**config.mk**
```make
export PLATFORM = sky130hd
export DESIGN_NAME = stepper_axis_position_homing
export DESIGN_NICKNAME = d
export VERILOG_FILES = /design/src/sv/saph_pkg.sv /design/src/sv/stepper_axis_position_homing.sv
export SDC_FILE = /design/constraint.sdc
export NUM_CORES = 1
export LEC_CHECK = 0
export BUFFER_PORTS_ARGS = -buffer_cell sky130_fd_sc_hd__buf_2
export CAP_MARGIN = 20
export CORE_MARGIN = 8
export CORE_UTILIZATION = 49
export DETAILED_ROUTE_END_ITERATION = 12
export PLACE_DENSITY = 0.7
export SYNTH_ARGS = -nofsm -noshare
export SYNTH_HDL_FRONTEND = slang
export SYNTH_SLANG_ARGS = --single-unit
```
**constraint.sdc**
```tcl
create_clock -name clk_i -period 3.56 [get_ports clk_i]
set_input_delay 0.712 -clock clk_i [delete_from_list [all_inputs] [get_ports clk_i]]
set_output_delay 0.712 -clock clk_i [all_outputs]
set_load 0.02 [all_outputs]
```
**src/sv/saph_pkg.sv**
```systemverilog
// Package for the stepper axis position and homing controller.
// Holds the transaction payload types, the command, phase, notice and
// register codes, and the position width. No dependencies.
`default_nettype none

package saph_pkg;

  localparam int unsigned PosWidth   = 32;
  localparam int unsigned FieldWidth = 32;
  localparam int unsigned CfgIdxWidth = 3;

  typedef enum logic [2:0] {
    CMD_POLL       = 3'd0,
    CMD_STEP_TICK  = 3'd1,
    CMD_HOME       = 3'd2,
    CMD_ZERO       = 3'd3,
    CMD_HALT       = 3'd4,
    CMD_SET_TARGET = 3'd5
  } cmd_e;

  typedef enum logic [1:0] {
    PH_NORMAL = 2'd0,
    PH_RETURN = 2'd1,
    PH_SEEK   = 2'd2,
    PH_LEAVE  = 2'd3
  } phase_e;

  typedef enum logic [1:0] {
    NTC_NONE    = 2'd0,
    NTC_HOMED   = 2'd1,
    NTC_REACHED = 2'd2
  } notice_e;

  typedef enum logic [CfgIdxWidth-1:0] {
    CFG_SWITCH_POLARITY  = 3'd0,
    CFG_INVERT_DIRECTION = 3'd1,
    CFG_LIMIT_ENABLE     = 3'd2,
    CFG_POSITION_MIN     = 3'd3,
    CFG_POSITION_MAX     = 3'd4,
    CFG_REFERENCE_OFFSET = 3'd5
  } cfg_idx_e;

  typedef struct packed {
    logic [2:0]                   command;
    logic signed [FieldWidth-1:0] target;
    logic                         reference_switch;
  } in_item_t;

  typedef struct packed {
    logic signed [FieldWidth-1:0] position;
    logic                         moving;
    logic                         direction_pin;
    logic                         step_pulse;
    logic [1:0]                   homing_phase;
    logic                         rejected;
    logic [1:0]                   notice;
  } out_item_t;

endpackage

`default_nettype wire

```
**src/sv/stepper_axis_position_homing.sv**
```systemverilog
// Stepper axis position controller with reference homing, one command per transaction.
// The result of an accepted transaction is registered in the result register.
// Throughput: one transaction per cycle; the result register and the axis state
// registers update together, so the input stalls only while a result waits unread.
// Reset clears axis state, valid flag, config flags and offset; sets widest limits.
// Depends on saph_pkg.
`default_nettype none

module stepper_axis_position_homing
  import saph_pkg::*;
(
  input  wire logic                   clk_i,
  input  wire logic                   rst_ni,
  input  wire logic                   cfg_we_i,
  input  wire logic [CfgIdxWidth-1:0] cfg_index_i,
  input  wire logic [FieldWidth-1:0]  cfg_wdata_i,
  input  wire logic                   in_valid_i,
  output logic                        in_ready_o,
  input  wire in_item_t               in_data_i,
  output logic                        out_valid_o,
  input  wire logic                   out_ready_i,
  output out_item_t                   out_data_o
);

  typedef struct packed {
    logic running;
    logic heading_up;
  } motion_t;

  logic                         sw_pol_q;
  logic                         inv_dir_q;
  logic                         lim_en_q;
  logic signed [FieldWidth-1:0] pos_min_q;
  logic signed [FieldWidth-1:0] pos_max_q;
  logic signed [FieldWidth-1:0] ref_off_q;

  phase_e                       phase_q, phase_d;
  logic                         running_q, running_d;
  logic                         heading_q, heading_d;
  logic                         pend_move_q, pend_move_d;
  logic                         pend_home_q, pend_home_d;
  logic signed [PosWidth-1:0]   pos_q, pos_d;
  logic signed [PosWidth-1:0]   setp_q, setp_d;

  logic                         out_valid_q;
  out_item_t                    out_q, out_d;

  logic                         in_acc;
  logic                         active;
  logic                         pulse;
  logic                         rejected;
  notice_e                      notice;
  logic signed [PosWidth-1:0]   target_pos;
  logic signed [PosWidth-1:0]   offset_pos;
  motion_t                      mot;

  function automatic motion_t motion_request(motion_t cur, logic req_move, logic req_up);
    motion_t res;
    res = cur;
    if (!req_move) begin
      res.running = 1'b0;
    end else if (!cur.running) begin
      res.running    = 1'b1;
      res.heading_up = req_up;
    end
    return res;
  endfunction

  assign in_ready_o  = !out_valid_q || out_ready_i;
  assign in_acc      = in_valid_i && in_ready_o;
  assign out_valid_o = out_valid_q;
  assign out_data_o  = out_q;

  assign active     = in_data_i.reference_switch != sw_pol_q;
  assign target_pos = PosWidth'(in_data_i.target);
  assign offset_pos = PosWidth'(ref_off_q);

  always_comb begin
    phase_d     = phase_q;
    running_d   = running_q;
    heading_d   = heading_q;
    pend_move_d = pend_move_q;
    pend_home_d = pend_home_q;
    pos_d       = pos_q;
    setp_d      = setp_q;
    pulse       = 1'b0;
    rejected    = 1'b0;
    notice      = NTC_NONE;
    mot         = '{running: running_q, heading_up: heading_q};
    unique case (cmd_e'(in_data_i.command))
      CMD_POLL: begin
        unique case (phase_q)
          PH_RETURN: begin
            mot = motion_request(mot, pos_q != setp_q, pos_q < setp_q);
            if (pos_q == setp_q) begin
              phase_d = PH_NORMAL;
            end
          end
          PH_SEEK: begin
            if (active) begin
              phase_d = PH_RETURN;
              pos_d   = offset_pos;
              setp_d  = '0;
            end else begin
              mot = motion_request(mot, 1'b1, 1'b0);
            end
          end
          PH_LEAVE: begin
            if (active) begin
              mot = motion_request(mot, 1'b1, 1'b1);
            end else begin
              mot     = motion_request(mot, 1'b0, 1'b0);
              phase_d = PH_SEEK;
            end
          end
          PH_NORMAL: begin
            mot = motion_request(mot, pos_q != setp_q, pos_q < setp_q);
          end
        endcase
        running_d = mot.running;
        heading_d = mot.heading_up;
        if (!mot.running && pend_move_q) begin
          if (pend_home_q && phase_d == PH_NORMAL) begin
            pend_move_d = 1'b0;
            pend_home_d = 1'b0;
            notice      = NTC_HOMED;
          end else if (!pend_home_q) begin
            pend_move_d = 1'b0;
            notice      = NTC_REACHED;
          end
        end
      end
      CMD_STEP_TICK: begin
        if (running_q && (phase_q == PH_SEEK || phase_q == PH_LEAVE || pos_q != setp_q)) begin
          pos_d = heading_q ? pos_q + PosWidth'(1) : pos_q - PosWidth'(1);
          pulse = 1'b1;
        end else begin
          running_d = 1'b0;
        end
      end
      CMD_HOME: begin
        pend_move_d = 1'b1;
        pend_home_d = 1'b1;
        phase_d     = active ? PH_LEAVE : PH_SEEK;
      end
      CMD_ZERO: begin
        pos_d  = '0;
        setp_d = '0;
      end
      CMD_HALT: begin
        phase_d = PH_NORMAL;
        setp_d  = pos_q;
      end
      CMD_SET_TARGET: begin
        if (lim_en_q && (in_data_i.target > pos_max_q || in_data_i.target < pos_min_q)) begin
          rejected = 1'b1;
        end else begin
          pend_move_d = 1'b1;
          setp_d      = target_pos;
        end
      end
      default: begin
      end
    endcase
  end

  always_comb begin
    out_d.position      = FieldWidth'(pos_d);
    out_d.moving        = running_d;
    out_d.direction_pin = heading_d ^ inv_dir_q;
    out_d.step_pulse    = pulse;
    out_d.homing_phase  = phase_d;
    out_d.rejected      = rejected;
    out_d.notice        = notice;
  end

  always_ff @(posedge clk_i or negedge rst_ni) begin
    if (!rst_ni) begin
      sw_pol_q  <= 1'b0;
      inv_dir_q <= 1'b0;
      lim_en_q  <= 1'b0;
      pos_min_q <= {1'b1, {(FieldWidth-1){1'b0}}};
      pos_max_q <= {1'b0, {(FieldWidth-1){1'b1}}};
      ref_off_q <= '0;
    end else if (cfg_we_i) begin
      unique case (cfg_idx_e'(cfg_index_i))
        CFG_SWITCH_POLARITY:  sw_pol_q  <= cfg_wdata_i[0];
        CFG_INVERT_DIRECTION: inv_dir_q <= cfg_wdata_i[0];
        CFG_LIMIT_ENABLE:     lim_en_q  <= cfg_wdata_i[0];
        CFG_POSITION_MIN:     pos_min_q <= cfg_wdata_i;
        CFG_POSITION_MAX:     pos_max_q <= cfg_wdata_i;
        CFG_REFERENCE_OFFSET: ref_off_q <= cfg_wdata_i;
        default: begin
        end
      endcase
    end
  end

  always_ff @(posedge clk_i or negedge rst_ni) begin
    if (!rst_ni) begin
      phase_q     <= PH_NORMAL;
      running_q   <= 1'b0;
      heading_q   <= 1'b0;
      pend_move_q <= 1'b0;
      pend_home_q <= 1'b0;
      pos_q       <= '0;
      setp_q      <= '0;
      out_valid_q <= 1'b0;
    end else begin
      if (in_acc) begin
        phase_q     <= phase_d;
        running_q   <= running_d;
        heading_q   <= heading_d;
        pend_move_q <= pend_move_d;
        pend_home_q <= pend_home_d;
        pos_q       <= pos_d;
        setp_q      <= setp_d;
        out_valid_q <= 1'b1;
      end else if (out_ready_i) begin
        out_valid_q <= 1'b0;
      end
    end
  end

  always_ff @(posedge clk_i) begin
    if (in_acc) begin
      out_q <= out_d;
    end
  end

`ifndef SYNTHESIS
  a_stall_blocks_input: assert property (@(posedge clk_i) disable iff (!rst_ni)
    (out_valid_q && !out_ready_i) |-> !in_ready_o)
    else $error("Input accepted while a result is stalled.");

  a_accept_gives_result: assert property (@(posedge clk_i) disable iff (!rst_ni)
    in_acc |=> out_valid_q)
    else $error("Accepted transaction produced no result.");

  a_step_while_moving: assert property (@(posedge clk_i) disable iff (!rst_ni)
    (out_valid_q && out_q.step_pulse) |-> (out_q.moving && out_q.notice == NTC_NONE))
    else $error("Step pulse reported without motion.");

  a_homed_is_stopped: assert property (@(posedge clk_i) disable iff (!rst_ni)
    (out_valid_q && out_q.notice == NTC_HOMED) |->
      (!out_q.moving && out_q.homing_phase == PH_NORMAL))
    else $error("Homing notice while the axis is not at rest.");

  a_pending_home_implies_move: assert property (@(posedge clk_i) disable iff (!rst_ni)
    pend_home_q |-> pend_move_q)
    else $error("Pending homing without a pending move.");
`endif

endmodule

`default_nettype wire
```
; Word level (Yosys, flattened, before mapping)
; Cells that the tools add are included.
[totals]
reg_bits = 210
output_inout_bits = 42
wordCells = 125
[classes]
eq_ne = 22
bitwise_logic = 3
reduce_logical = 31
addsub = 2
mux = 42
order_cmp = 3
[op_table]
columns = op, n
row1 = 2-to-1 mux 32 bit, 7
row2 = case mux 32 bit (4 select lines), 1
row3 = case mux 32 bit (3 select lines), 1
row4 = < comparator 32 bit, 2
row5 = adder 32 x 2 -> 32 bit (second input constant), 1
row6 = equality test 32 bit, 1
row7 = > comparator 32 bit, 1
row8 = inequality test 32 bit, 1
row9 = subtractor 32 x 2 -> 32 bit (second input constant), 1
row10 = 2-to-1 mux 1 bit, 19
row11 = case mux 2 bit (3 select lines), 3
row12 = 2-to-1 mux 2 bit, 8
row13 = AND reduction 2 bit, 7
row14 = equality test 3 x 2 -> 1 bit (second input constant), 4
row15 = equality test 3 bit (second input constant), 4
row16 = inequality test 2 bit (second input constant), 5
row17 = AND reduction 5 bit, 2
row18 = equality test 3 x 1 -> 1 bit (second input constant), 2
row19 = logical NOT 3 bit, 2
row20 = logical AND 1 bit, 5
row21 = equality test 2 bit (second input constant), 2
row22 = logical NOT 2 bit, 2
row23 = logical OR 1 bit, 4
row24 = case mux 1 bit (2 select lines), 2
row25 = 13 further kinds, 16

; Longest topological paths before layout
[depth]
depth_word = 9
ltp_mapped = 13
ltp_nobuf = 11

; Worst setup path before layout
; OpenSTA, ideal clock, no wires.
[synth_timing]
path_kind = reg-to-reg
startpoint = register heading_q
endpoint = register out_q (netlist bit out_data_o[39]) (data pin)
setup_time_ps = 261
stages_incl_launch_ff = 13
setup_slack_ps = 0
arrival_time_ps = 3299
path_cell_list = dfrtp_1 -> clkbuf_1 -> inv_1 -> ha_1 -> a21oi_1 -> o32ai_1 -> a21oi_1 -> o211ai_1 -> a22oi_1 -> o31a_1 -> xnor2_1 -> nor3_1 -> a311o_1
[synth_lines]
columns = element, line
row1 = start: declaration, stepper_axis_position_homing.sv:39  ; logic heading_q, heading_d;
row2 = start signal: assignment, stepper_axis_position_homing.sv:213  ; heading_q <= heading_d;
row3 = end signal: assignment, stepper_axis_position_homing.sv:227  ; out_q <= out_d;
row4 = end: declaration, stepper_axis_position_homing.sv:46  ; out_item_t out_q, out_d;

==> flow_summary.yaml <==
outcome:
  status: "completed"
power_and_ir_drop:
  power.density_mw_per_mm2: 719
  ir_worst_vdd_mv: 0.420
  p_leak_nw: 7.20
drt:
  drtAntennaViolNets: 0
  drc: 0
  drt_pass1_iterations: 6
  wirelength_um: 36600
  vias: 10500
  vias_per_cell: 5.82
  drt_iter0_drc: 1070
  wl_per_cell_um: 20.2
layout:
  final-seq-area_mm2: 0.00550
  syn2layout_area_growth_pct: 18.5
  multiInputGateArea_mm2: 0.00659
  drive_gt1_share_pct: 24.7
  fin_util_pct: 58.6
  num-fill-cells: 2172
  stdcell_area_mm2: 0.0151
  fin_nets: 1659
floorplan:
  die_h_um: 177
  die_area_mm2: 0.0314
  pin_count: 118
  rows: 59
  initial_core_util_pct: 49.4
  dieWidth_um: 177
  core_mm2: 0.0258
global_routing:
  grt_pass1_vias: 10400
  grt_busiest_layer: "met2"
  met2_usage_pct: 35.4
  grt_pass1_wl_um: 57700
  grt_max_degree: 67
  globalRouteMet3Util_pct: 3.44
  met1_usage_pct: 33.4
  grt_overflow_total: 0
  grtUsageTotal_pct: 23.1
  antenna_found_initial: 1
synth:
  synth_seq_cells: 210
  synth_area_leaders: "dfrtp_1, ha_1, edfxtp_1"
  ys_seq_area_share_pct: 43.1
  syn_area_per_cell_um2: 9.98
  yosysUniqueCellTypes: 65
  netlist_area_mm2: 0.0127
  synth_edf_count: 40
  synth_cells: 1277
  synth_top_flop_cell: "dfrtp_1"
  synth.largest_area_cell: "dfrtp_1"
  async_reset_ff_share_pct: 81.0
  synth_most_common_cell: "nand2_1"
  synth_fp_nets: 1479
  synth_common_cells: "nand2_1, dfrtp_1, ha_1, inv_1, o21ai_0"
  synth_top_area_share_pct: 27.1
  yosysWarnings: 0
run:
  maxCapViolations: 0
setup_path:
  worstSetupStartpoint: "pos_q[9]"
  reg2reg_from: "pos_q[9]"
  cp_max_fo: 22
  cp_slowest_cell: "or4_1"
  crit_path_max_incr_delay_ps: 640
  cp-start-kind: "flip-flop"
  worstPathRequired_ps: 3810
  cp.arrival_ps: 3680
  path_class: "flip-flop to flip-flop"
  end_kind: "flip-flop"
  critical_path.cell_chain: "ha_1 -> nand4_1 -> or4_1 -> or3b_1 -> nand3_1 -> inv_2 -> a222oi_1 -> inv_1"
sta:
  slew_viol_final: 0
  final.setup.worst_slack_ps: 131
  worstMarginPinSlew_ps: 740
  fin_hold_ws_ps: 194
  period_needed_ps: 3430
  fin_crit_sh_pct: 96.3
  skew_ps: 10.6
  rsz0062_at_grt: "true"
  slew_headroom_pct: 50.7
  max_freq_ghz: 0.292
  hold_viol: 0
  setup_viol: 0
place:
  place.gp.congestion: 0.947
  dpl_cell_area_mm2: 0.0142
  hpwl_um: 28000
  portBuffers: 117
  place_ws_ps: -369
clock_tree:
  cts.path.max_buffers: 3
  cts_tree: "yes"
  clockRootBuffer: "clkbuf_16"
  cts.sinks: 210
  clk_pin_slew_ps: 60
  cts_max_level: 1
  numCtsBuffers: 24
  clk_latency_ps: 520
  ctsHoldBuffers: 0
hold_path:
  holdCritPathClass: "input pin to asynchronous set/reset pin"
## what timing repair did
item	4_1_cts	5_1_grt
endpoints found under the setup margin	0	40
buffers inserted	0	1
gates resized for setup	0	8
## metrics by stage
step | instances | total power, mW | TNS [ps]
floorplan | 1277 | 6.46 | 0
global placement | 1764 | 7.92 | -6790
detailed placement | 1764 | 8.02 | -10270
CTS | 1808 | 10.8 | 0
global route | 1811 | 11.6 | -63.6
finish | 1811 | 10.9 | 0
## power breakdown
group / internal (mW) / total (mW) / switching (mW)
clock network: 1.69 / 2.70 / 1.01
registers: 3.01 / 3.39 / 0.377
logic: 2.00 / 4.77 / 2.77
total: 6.70 / 10.9 / 4.16
## worst max-delay path, delay by kind of cell (launching register included)
family                     cells  cell delay [ps]
AOI/OAI and AO/OA              1              610
buffers and inverters          2              310
adders and majority gates      1              350
DFF                            1              470
and+or+nand+nor                4             1420
## per-layer routing
| layer | up-vias | wire length (µm) |
|---|---|---|
| met5 | - | 0 |
| met4 | 0 | 762 |
| met3 | 58 | 2590 |
| met2 | 393 | 16100 |
| met1 | 5078 | 17100 |
| li1 | 5017 | - |
## state kept, by name, summed over array words and instances, names as in the netlist, 2 cells and up
name        count
setp_q         32
pos_q          32
phase_q         2
offset_pos     32
out_data_o     40
pos_min_q      32
pos_max_q      32
## cells by family (layout without fill, tap and decap cells)
group                    count (synthesis)  after routing  synth area share (%)
multiplexers                           109            109                  9.31
other                                    0              1                     0
XOR/XNOR                                28             28                  1.92
AO/OA/AOI/OAI                          338            338                  17.2
adder cells (fa/ha/maj)                126            126                  12.4
flip-flops                             210            210                  43.1
buffers and inverters                  173            371                  5.46
AND/OR/NAND/NOR                        293            293                  10.5
## final timing paths
path | end | slack (ps) | depth (start not counted)
max | out_data_o[9] | 130 | 8
min | pos_min_q[4] | 190 | 1
max reg2reg | out_data_o[9] | 130 | 8
min reg2reg | pos_min_q[16] | 500 | 1
max in group asynchronous | pos_min_q[31] | 2490 | 2
min in group clk_i | out_valid_o | 420 | 2
## placed cells by master, fill, tap and decap left out, types with 12 or more instances in the layout
master       n
o21ai_1     26
nand3_1     21
a21oi_1     61
mux2_2      75
a22oi_1     44
ha_1       125
dfstp_2     32
a211oi_1    14
nor2_1      45
a222oi_1    12
edfxtp_1    40
nand2_1    143
nand4_1     23
a21o_1      20
inv_1      123
nor3_1      17
mux2i_1     33
o21ai_0     80
dfrtp_1    138
xnor2_1     17
buf_2      116
clkbuf_16   27
buf_4       81
## cell type report
class                           count  share of cell area [%]
Tap cell                          335                    2.78
Multi-Input combinational cell    894                    43.6
Sequential cell                   210                    36.4
Inverter                          127                    3.18
Clock buffer                       35                    5.00
Timing Repair Buffer              200                    8.21
Antenna cell                        1                  0.0166
Clock inverter                      9                   0.804
No activity file was read; power rests on OpenSTA's default activity.
